**src/hdl/pmf_pkg.sv**
```systemverilog
`timescale 1ns / 1ps
// Shared types and constants for the pulse matched filter.
// No dependencies.
package pmf_pkg;

  localparam int DEF_MAX_TAPS    = 64;
  localparam int DEF_SAMPLE_BITS = 16;
  localparam int IN_SAMPLE_W     = 16;
  localparam int FILT_W          = 38;
  localparam int OUT_TDATA_W     = 40;

  localparam logic KIND_TAP = 1'b0;
  localparam logic KIND_RX  = 1'b1;

  // per-step control broadcast along the cell row
  typedef struct packed {
    logic step;
    logic clear;
    logic tap_ld;
  } pmf_ctl_t;

  // valid and end-of-record tag that travels beside the data
  typedef struct packed {
    logic vld;
    logic last;
  } pmf_tag_t;

endpackage

```
**src/hdl/pmf_cell.sv**
```systemverilog
`timescale 1ns / 1ps
// One filter cell: one delay-line sample, one coefficient and one product register.
// Depends on pmf_pkg.
module pmf_cell
  import pmf_pkg::*;
#(
  parameter int IDX    = 0,
  parameter int SB     = DEF_SAMPLE_BITS,
  parameter int CNT_W  = 7
) (
  input  logic                 clk,
  input  logic                 rst_n,
  input  pmf_ctl_t             ctl,
  input  logic [CNT_W-1:0]     tap_cnt,
  input  logic signed [SB-1:0] x_in,
  input  logic signed [SB-1:0] h_in,
  output logic signed [SB-1:0] x_out,
  output logic signed [SB-1:0] h_out,
  output logic signed [2*SB-1:0] prod_out
);

  logic signed [SB-1:0]   x_r;
  logic signed [SB-1:0]   h_r;
  logic signed [2*SB-1:0] prod_r;
  logic signed [2*SB-1:0] prod_nxt;
  logic                   active;

  assign active   = (tap_cnt > CNT_W'(IDX));
  assign prod_nxt = h_r * x_in;

  always_ff @(posedge clk) begin
    if (!rst_n) begin
      x_r <= '0;
    end else if (ctl.step) begin
      x_r <= ctl.clear ? '0 : x_in;
    end
  end

  always_ff @(posedge clk) begin
    if (ctl.tap_ld) begin
      h_r <= h_in;
    end
    if (ctl.step) begin
      prod_r <= active ? prod_nxt : '0;
    end
  end

  assign x_out    = x_r;
  assign h_out    = h_r;
  assign prod_out = prod_r;

endmodule

```
**config.mk**
```make
export PLATFORM = sky130hd
export DESIGN_NAME = pmf_cell
export DESIGN_NICKNAME = d
export VERILOG_FILES = /design/src/hdl/pmf_pkg.sv /design/src/hdl/pmf_cell.sv
export SDC_FILE = /design/constraint.sdc
export NUM_CORES = 1
export LEC_CHECK = 0
export ABC_AREA = 0
export BUFFER_PORTS_ARGS = -buffer_cell sky130_fd_sc_hd__buf_2
export CAP_MARGIN = 10
export CORE_MARGIN = 2
export CORE_UTILIZATION = 47
export CTS_CLUSTER_DIAMETER = 80
export DETAILED_ROUTE_END_ITERATION = 10
export GPL_ROUTABILITY_DRIVEN = 0
export PLACE_DENSITY = 0.69
export SKIP_CTS_REPAIR_TIMING = 1
export SLEW_MARGIN = 30
export SYNTH_ARGS = -nofsm -noshare
export SYNTH_HDL_FRONTEND = slang
export SYNTH_SLANG_ARGS = --single-unit
```
**constraint.sdc**
```tcl
create_clock -name clk -period 8.3 [get_ports clk]
set_input_delay 1.66 -clock clk [delete_from_list [all_inputs] [get_ports clk]]
set_output_delay 1.66 -clock clk [all_outputs]
set_load 0.01 [all_outputs]
```
==> results of run 1 <==
-- kinds of logic after synthesis --
| group | share of synthesized area [%] |
|---|---|
| adder cells (fa/ha/maj) | 52.3 |
| buffers and inverters | 10.8 |
| flip-flops | 14.7 |
| AND/OR/NAND/NOR | 14.7 |
| AO/OA/AOI/OAI | 4.92 |
| XOR/XNOR | 2.48 |
-- sequential cells by signal, summed over array words and instances (netlist names) --
name / flops
x_out: 16
prod_out: 32
h_out: 16
-- synthesized netlist by cell type (16+ instances only) --
| library cell | number |
|---|---|
| sky130_fd_sc_hd__a21oi_1 | 20 |
| sky130_fd_sc_hd__and2_1 | 138 |
| sky130_fd_sc_hd__clkbuf_1 | 43 |
| sky130_fd_sc_hd__dfxtp_1 | 16 |
| sky130_fd_sc_hd__edfxtp_1 | 48 |
| sky130_fd_sc_hd__fa_1 | 262 |
| sky130_fd_sc_hd__ha_1 | 82 |
| sky130_fd_sc_hd__inv_1 | 302 |
| sky130_fd_sc_hd__nand2_1 | 145 |
| sky130_fd_sc_hd__nor2_1 | 43 |
| sky130_fd_sc_hd__o22ai_1 | 16 |
| sky130_fd_sc_hd__xnor2_1 | 23 |
-- cells in the final DEF (no fill, tap or decap), types with 9 or more instances in the layout --
cell type	Yosys	layout
sky130_fd_sc_hd__inv_1	302	302
sky130_fd_sc_hd__fa_1	262	262
sky130_fd_sc_hd__nand2_1	145	145
sky130_fd_sc_hd__and2_1	138	138
sky130_fd_sc_hd__buf_2	1	107
sky130_fd_sc_hd__ha_1	82	82
sky130_fd_sc_hd__edfxtp_1	48	48
sky130_fd_sc_hd__nor2_1	43	43
sky130_fd_sc_hd__xnor2_1	23	23
sky130_fd_sc_hd__a21oi_1	20	20
sky130_fd_sc_hd__o22ai_1	16	16
sky130_fd_sc_hd__dfxtp_1	16	16
sky130_fd_sc_hd__o21ai_0	12	12
sky130_fd_sc_hd__a21o_1	12	12
sky130_fd_sc_hd__xor2_1	11	11
sky130_fd_sc_hd__clkbuf_16	0	9
-- per-layer routing --
metal	vias up	routed length, um	track usage [%]
li1	3818	-	-
met2	190	14500	38.4
met3	50	1050	3.16
met4	0	696	6.70
met1	4365	9840	25.0
met5	-	0	0
-- cell type report --
cell class,count,area [um2],share of cell area [%]
clock buffers,10,229,1.75
clock inverters,6,61.3,0.468
inverters,302,1130,8.66
multi-input cells,824,8930,68.2
flip-flops and latches,64,1760,13.5
well taps,330,413,3.15
repair buffers,110,558,4.26
-- stage by stage --
stage,util (%),cell area (um2),setup slack [ps],instances
3_5_place_dp,51.0,12800,666,1630
5_1_grt,52.1,13100,723,1646
6_report,52.1,13100,1010,1646
4_1_cts,52.1,13100,1030,1646
2_1_floorplan,-,12000,1020,1234
3_3_place_gp,51.0,12800,748,1630
-- worst max path at each step --
stage          cells past startpoint  slack (ps)  startpoint      endpoint
2_1_floorplan                     24        1020     x_in[7]  prod_out[24]
3_3_place_gp                      20         750     x_in[1]  prod_out[29]
3_5_place_dp                      20         670     x_in[1]  prod_out[29]
4_1_cts                           20        1030     x_in[1]  prod_out[29]
5_1_grt                           23         720     x_in[7]  prod_out[24]
6_report                          20        1010     x_in[1]  prod_out[29]
-- critical path: cells and delay by family --
family	cells	cell delay, ps
AO/OA/AOI/OAI	4	1020
XOR/XNOR	1	150
adder cells (fa/ha/maj)	7	3560
buffers and inverters	4	400
AND/OR/NAND/NOR	4	600
==> impl_metrics.py, run 1 <==
metrics = {
    "cts": {
        "cts_bufs_inserted": 9,
        "cts-root-buf": "sky130_fd_sc_hd__clkbuf_16",
        "cts.reportedPaths.clkPinSlew_ps": 70,
        "max-clock-path-buffers": 2,
        "numClockSinks": 64,
        "tritoncts": "done",
        "cts.htree.levels": 3,
        "clk-insertion-delay-late_ps": 350,
    },
    "synth": {
        "synth_top_cell_by_area": "sky130_fd_sc_hd__fa_1",
        "post_synth.cell_area_avg_um2": 9.71,
        "seq_cells_post_synth": 64,
        "ys_top_cells_by_area": "sky130_fd_sc_hd__fa_1 44%, sky130_fd_sc_hd__edfxtp_1 12%, sky130_fd_sc_hd__inv_1 9.5%",
        "syn-num-nets": 1622,
        "dominantRegCellSynth": "sky130_fd_sc_hd__edfxtp_1",
        "ys_seq_area_share_pct": 14.7,
        "yosysWarningCount": 0,
        "synth_enable_flop_cells": 48,
        "yosys.area.top_type_share_pct": 43.8,
        "area_of_the_mapped_netlist_mm2": 0.0120,
        "ys_async_rst_share_pct": 0,
        "post_synth_inst_count": 1234,
        "post_synth_num_cell_types": 45,
    },
    "die": {
        "rows": 58,
        "fp.dieW_um": 164,
        "die_h_um": 164,
        "ioPinCount": 108,
        "die_area_mm2": 0.0268,
        "initial_core_util_pct": 47.7,
        "placeableCoreArea_mm2": 0.0251,
    },
    "min_path": {
        "hold_class": "flop to flop",
        "timing.hold.worst.start": "x_out[5]",
        "worst_hold_end": "x_out[5]",
        "holdPathStages": 3,
    },
    "timing": {
        "finalSetupTns_ps": 0,
        "final.setup_skew_ps": 14.9,
        "final_max_slew_viol_count": 0,
        "fin_worst_hold_slack_ps": 593,
        "rsz_0062_raised_after_global_routing": "false",
        "final_period_minus_worst_setup_slack_ps": 7290,
        "max_clock_freq_ghz": 0.137,
        "timing.max_slew.rel_slack_pct": 47.3,
        "hold_violations": 0,
        "setup_viol": 0,
        "final.period_utilization_pct": 87.9,
        "tightest_slew_ps": 791,
    },
    "worst_setup_path": {
        "critical_path.max_stage_delay_ps": 770,
        "startpoint_type": "input port",
        "critical_path_class": "input port to flop",
        "cp_data_required_time_ps": 8400,
        "worst_r2r_startpoint": "h_out[7]",
        "ff2ff_path_depth": 22,
        "critPathCaptureType": "flop",
        "cp.arrival_ps": 7390,
        "rr_endpoint": "prod_out[24]",
        "critical_path.max_fanout": 17,
        "crit_path_cell_trace": "buf_2, nand2_1, inv_1, fa_1, fa_1, fa_1, fa_1, fa_1, inv_1, fa_1, inv_1, ha_1, and3_1, a221o_1, a21oi_1, nand3b_1, o21ai_1, o21ai_0, xnor2_1, nor2_1",
        "cpMostUsedCell": "sky130_fd_sc_hd__fa_1",
        "r2r_slack_ps": 1780,
        "worst_path_max_delay_cell": "sky130_fd_sc_hd__fa_1",
    },
    "cells_and_area": {
        "layout.nets": 1699,
        "area.growth.synth_to_final_pct": 9.18,
        "diodes": 0,
        "drive_above_1_share_pct": 9.95,
        "fillCellCount": 2316,
    },
    "detailed_routing": {
        "drc_violation_count_after_routing": 0,
        "drt-total-wl_mm": 26.1,
        "route.vias.total": 8423,
        "routedWlPerCell_um": 15.9,
        "drtPass1Iterations": 4,
        "drt_iter0_drc": 453,
        "viasPerCell": 5.12,
        "ant_nets": 0,
    },
    "grt": {
        "grt_max_degree": 65,
        "grt_antenna_before_repair": 0,
        "grt_use_total_pct": 20.8,
        "grt_overflow_total": 0,
        "first_global_vias": 8778,
        "grt_pass1_wl_mm": 43.2,
    },
    "placement": {
        "port-buffer-count": 107,
        "post-dp-hpwl_mm": 21.3,
    },
    "run_status": {
        "status": "completed",
    },
    "job": {
        "drv.max_cap_violation_count": 0,
    },
}
Power of run 1 is not shown: default switching activity piles up to over one toggle a cycle in this logic, so the estimate is an artifact.
==> inputs of run 2 (changes only) <==
--- a/config.mk
+++ b/config.mk
@@ -13,7 +13,7 @@
 export CTS_CLUSTER_DIAMETER = 80
 export DETAILED_ROUTE_END_ITERATION = 10
 export GPL_ROUTABILITY_DRIVEN = 0
-export PLACE_DENSITY = 0.69
+export PLACE_DENSITY = 0.72
 export SKIP_CTS_REPAIR_TIMING = 1
 export SLEW_MARGIN = 30
 export SYNTH_ARGS = -nofsm -noshare
==> constraint.sdc (replaced) <==
create_clock -name clk -period 6.5 [get_ports clk]
set_input_delay 1.3 -clock clk [delete_from_list [all_inputs] [get_ports clk]]
set_output_delay 1.3 -clock clk [all_outputs]
set_load 0.01 [all_outputs]
==> impl_metrics.py, run 2 (synthesis gave the netlist of run 1 again) <==
metrics = {
    "run_status": {
        "status": "completed",
    },
    "cells_and_area": {
        "final_cell_mix": "295 x sky130_fd_sc_hd__inv_1, 253 x sky130_fd_sc_hd__fa_1, 140 x sky130_fd_sc_hd__nand2_1",
        "mostFrequentLayoutCell": "sky130_fd_sc_hd__inv_1",
        "number_of_flip_flops_in_the_largest_register": 32,
        "diodes": 0,
        "layout.nets": 1821,
        "final_core_utilization_pct": 57.6,
        "drive_above_1_share_pct": 21.6,
        "layout.cells.non_filler": 1768,
        "area.growth.synth_to_final_pct": 20.7,
    },
    "worst_setup_path": {
        "critical_path_class": "input port to flop",
        "crit_path_start": "x_in[4]",
        "r2r_slack_ps": 230,
        "cp_data_required_time_ps": 6580,
        "timing.critical_path.to": "prod_out[31]",
        "startpoint_type": "input port",
        "critical_path.max_fanout": 11,
        "critPathCaptureType": "flop",
        "worst_r2r_startpoint": "h_out[5]",
        "rr_endpoint": "prod_out[31]",
        "cp.arrival_ps": 6560,
        "ff2ff_path_depth": 19,
    },
    "detailed_routing": {
        "ant_nets": 0,
        "viasPerCell": 5.04,
        "drt-total-wl_mm": 30.3,
        "route.vias.total": 8907,
        "routedWlPerCell_um": 17.1,
        "drtPass1Iterations": 5,
        "drt_iter0_drc": 461,
        "drc_violation_count_after_routing": 0,
    },
    "grt": {
        "grt_max_degree": 65,
        "grt_pass1_wl_mm": 49.2,
        "first_global_vias": 9843,
        "grt_use_total_pct": 23.9,
        "grt_antenna_before_repair": 0,
        "grt_overflow_total": 0,
    },
    "timing": {
        "final.period_utilization_pct": 99.7,
        "rsz_0062_raised_after_global_routing": "true",
        "fin_worst_hold_slack_ps": 595,
        "max_clock_freq_ghz": 0.154,
        "final_period_minus_worst_setup_slack_ps": 6480,
        "hold_violations": 0,
        "timing.max_slew.rel_slack_pct": 45.0,
        "tightest_slew_ps": 824,
        "final_max_slew_viol_count": 0,
        "setup_viol": 0,
        "final.setup_skew_ps": 4.61,
    },
    "cts": {
        "tritoncts": "done",
        "clk-insertion-delay-late_ps": 340,
        "numClockSinks": 64,
        "cts.reportedPaths.clkPinSlew_ps": 60,
        "max-clock-path-buffers": 2,
        "cts_bufs_inserted": 9,
        "cts-root-buf": "sky130_fd_sc_hd__clkbuf_16",
        "cts.htree.levels": 3,
    },
    "placement": {
        "post-dp-hpwl_mm": 24.8,
        "port-buffer-count": 107,
        "dp.cells": 1745,
    },
    "die": {
        "die_area_mm2": 0.0268,
        "ioPinCount": 108,
        "die_h_um": 164,
        "rows": 58,
        "initial_core_util_pct": 47.7,
        "placeableCoreArea_mm2": 0.0251,
        "fp.dieW_um": 164,
    },
    "min_path": {
        "hold_class": "flop to flop",
    },
    "job": {
        "drv.max_cap_violation_count": 0,
    },
}
==> run 2: cell count changes in the layout (fill, tap and decap cells not counted), sizes merged <==
cell	before	now
bufinv	1	0
clkinv	4	2
buf	110	231
clkinvlp	1	0
clkbuf	10	15
==> run 2: worst min path at each step <==
stage	from	end	cells after the start
global placement	x_out[0]	x_out[0]	3
detailed placement	x_out[4]	x_out[4]	3
global route	x_out[8]	x_out[8]	3
floorplan	x_out[0]	x_out[0]	3
finish	x_out[4]	x_out[4]	3
CTS	x_out[4]	x_out[4]	3
==> run 2: cell type report <==
class,instances,area [um2]
repair buffers,232,1610
well taps,330,413
inverters,302,1140
clock buffers,14,318
flip-flops and latches,64,1760
multi-input cells,824,9220
fillers,2158,10600
clock inverters,2,13.8
==> run 2: worst max-delay path: stages <==
cell	delay [ps]
sky130_fd_sc_hd__buf_6	130
sky130_fd_sc_hd__buf_4	150
sky130_fd_sc_hd__nand2_4	60
sky130_fd_sc_hd__inv_2	40
sky130_fd_sc_hd__fa_1	510
sky130_fd_sc_hd__fa_1	520
sky130_fd_sc_hd__fa_1	570
sky130_fd_sc_hd__fa_1	460
sky130_fd_sc_hd__fa_1	540
sky130_fd_sc_hd__inv_2	40
sky130_fd_sc_hd__fa_1	510
sky130_fd_sc_hd__inv_2	50
sky130_fd_sc_hd__ha_4	230
sky130_fd_sc_hd__and3_4	150
sky130_fd_sc_hd__a221o_1	360
sky130_fd_sc_hd__a21oi_2	180
sky130_fd_sc_hd__nand3b_1	150
sky130_fd_sc_hd__o2111ai_2	270
sky130_fd_sc_hd__a31oi_2	140
sky130_fd_sc_hd__xnor2_1	150
sky130_fd_sc_hd__nor2_1	60
==> run 2: stage by stage <==
step	area [um2]	setup TNS [ps]	setup WS (ps)
global placement	13800	-3640	-414
floorplan	12100	-49.3	-43.6
CTS	14100	-287	-109
detailed placement	13800	-4610	-439
global route	14500	-687	-161
finish	14500	0	19.5
==> run 2: routing by layer <==
layer	up-vias	global-route usage (%)	routed length [um]
li1	4053	-	-
met1	4546	27.3	11300
met2	229	44.9	16600
met3	79	3.66	1190
met4	0	9.09	1210
met5	-	0	0
Power of run 2 is left out for the same reason.
==> inputs of run 3 (changes only) <==
--- a/config.mk
+++ b/config.mk
@@ -13,6 +13,7 @@
 export CTS_CLUSTER_DIAMETER = 80
 export DETAILED_ROUTE_END_ITERATION = 10
 export GPL_ROUTABILITY_DRIVEN = 0
+export GPL_TIMING_DRIVEN = 0
 export PLACE_DENSITY = 0.72
 export SKIP_CTS_REPAIR_TIMING = 1
 export SLEW_MARGIN = 30
==> impl_metrics.py, run 3 (synthesis gave the netlist of run 1 again) <==
metrics = {
    "run_status": {
        "status": "finished, violations left",
        "failed_checks": "negative setup slack",
    },
    "die": {
        "placeableCoreArea_mm2": 0.0251,
        "die_h_um": 164,
        "rows": 58,
        "fp.dieW_um": 164,
        "die_area_mm2": 0.0268,
        "ioPinCount": 108,
        "initial_core_util_pct": 47.7,
    },
    "cells_and_area": {
        "drive_above_1_share_pct": 18.0,
        "area.growth.synth_to_final_pct": 19.3,
        "mostFrequentLayoutCell": "sky130_fd_sc_hd__inv_1",
        "number_of_flip_flops_in_the_largest_register": 32,
        "diodes": 0,
        "final_cell_mix": "290 x sky130_fd_sc_hd__inv_1, 256 x sky130_fd_sc_hd__fa_1, 139 x sky130_fd_sc_hd__nand2_1",
        "layout.nets": 1779,
    },
    "detailed_routing": {
        "drtPass1Iterations": 5,
        "highest-signal-layer": "met4",
        "drt-met1-wl_mm": 11.9,
        "drt-total-wl_mm": 32.5,
        "ant_nets": 0,
        "drc_violation_count_after_routing": 0,
        "route.vias.total": 9094,
        "met2_wirelength_mm": 16.6,
        "viasPerCell": 5.27,
        "routedWlPerCell_um": 18.8,
        "drt_iter0_drc": 748,
        "routed-wl-met3_mm": 2.38,
    },
    "timing": {
        "final.period_utilization_pct": 102,
        "rsz_0062_raised_after_global_routing": "true",
        "final.setup_skew_ps": 7.77,
        "timing.max_slew.rel_slack_pct": 43.1,
        "setup_viol": 7,
        "tightest_slew_ps": 853,
        "hold_violations": 0,
        "final_period_minus_worst_setup_slack_ps": 6610,
        "max_clock_freq_ghz": 0.151,
        "fin_worst_hold_slack_ps": 599,
        "final_max_slew_viol_count": 0,
        "final_critical_path_setup_slack_ps": -111,
    },
    "worst_setup_path": {
        "startpoint_type": "input port",
        "cp.arrival_ps": 6690,
        "worst_r2r_startpoint": "h_out[5]",
        "cp_data_required_time_ps": 6580,
        "critical_path_class": "input port to flop",
        "rr_endpoint": "prod_out[31]",
        "critical_path.max_fanout": 8,
        "critPathCaptureType": "flop",
        "ff2ff_path_depth": 19,
        "r2r_slack_ps": -80,
    },
    "min_path": {
        "worst_hold_end": "x_out[6]",
        "timing.hold.worst.start": "x_out[6]",
        "hold_class": "flop to flop",
        "holdPathStages": 3,
    },
    "grt": {
        "grt_pass1_wl_mm": 50.0,
        "grt_max_degree": 38,
        "first_global_vias": 9630,
        "grt_antenna_before_repair": 1,
        "grt_use_total_pct": 24.8,
        "grt_overflow_total": 0,
    },
    "cts": {
        "clk-insertion-delay-late_ps": 340,
        "numClockSinks": 64,
        "cts.reportedPaths.clkPinSlew_ps": 60,
        "cts_bufs_inserted": 9,
        "cts-root-buf": "sky130_fd_sc_hd__clkbuf_16",
        "tritoncts": "done",
        "cts.htree.levels": 3,
        "max-clock-path-buffers": 2,
    },
    "placement": {
        "post-dp-hpwl_mm": 25.2,
        "port-buffer-count": 103,
    },
    "job": {
        "drv.max_cap_violation_count": 0,
    },
}
==> run 3: how the worst max path moves through the flow <==
stage / startpoint / end / slack [ps]
after floorplan: x_in[7] / prod_out[24] / -40
after detailed placement: x_in[5] / prod_out[26] / -1030
after global routing: x_in[3] / prod_out[31] / -240
after CTS: x_in[5] / prod_out[26] / -670
final: x_in[15] / prod_out[31] / -110
after global placement: x_in[5] / prod_out[26] / -990
==> run 3: final cells by class <==
class,count,area (um2)
plain buffers,44,384
clock buffers,9,225
fillers,2155,10800
well taps,330,413
clock inverters,7,119
repair buffers,146,1040
inverters,302,1140
flip-flops and latches,64,1760
multi-input cells,824,9220
==> run 3: worst max-delay path, cell delays in order <==
cell	delay (ps)
sky130_fd_sc_hd__buf_6	120
sky130_fd_sc_hd__inv_4	100
sky130_fd_sc_hd__buf_8	140
sky130_fd_sc_hd__nor2_2	40
sky130_fd_sc_hd__fa_1	480
sky130_fd_sc_hd__fa_1	580
sky130_fd_sc_hd__fa_1	460
sky130_fd_sc_hd__fa_1	540
sky130_fd_sc_hd__fa_1	570
sky130_fd_sc_hd__inv_2	40
sky130_fd_sc_hd__fa_1	520
sky130_fd_sc_hd__inv_2	50
sky130_fd_sc_hd__ha_4	250
sky130_fd_sc_hd__and3_4	160
sky130_fd_sc_hd__a221o_1	340
sky130_fd_sc_hd__a21oi_2	210
sky130_fd_sc_hd__nand3b_1	170
sky130_fd_sc_hd__o2111ai_2	230
sky130_fd_sc_hd__a31oi_1	140
sky130_fd_sc_hd__xnor2_1	170
sky130_fd_sc_hd__nor2_1	70
==> run 3: stage by stage <==
stage / instances / worst slack [ps] / instance area [um2] / setup TNS, ps / utilization [%]
floorplan: 1234 / -43.6 / 12100 / -49.3 / -
global placement: 1667 / -987 / 13000 / -11890 / 51.9
detailed placement: 1667 / -1030 / 13100 / -12640 / 52.0
CTS: 1683 / -673 / 13400 / -6460 / 53.3
global route: 1726 / -240 / 14300 / -2110 / 56.9
finish: 1726 / -111 / 14300 / -316 / 56.9
==> run 3: layer usage <==
layer  track usage [%]  vias to the layer above
met4              10.9                        0
met3              3.86                      104
met2              43.2                      409
met5                 0                        -
met1              30.6                     4597
li1                  -                     3984
Power of run 3 is left out for the same reason.
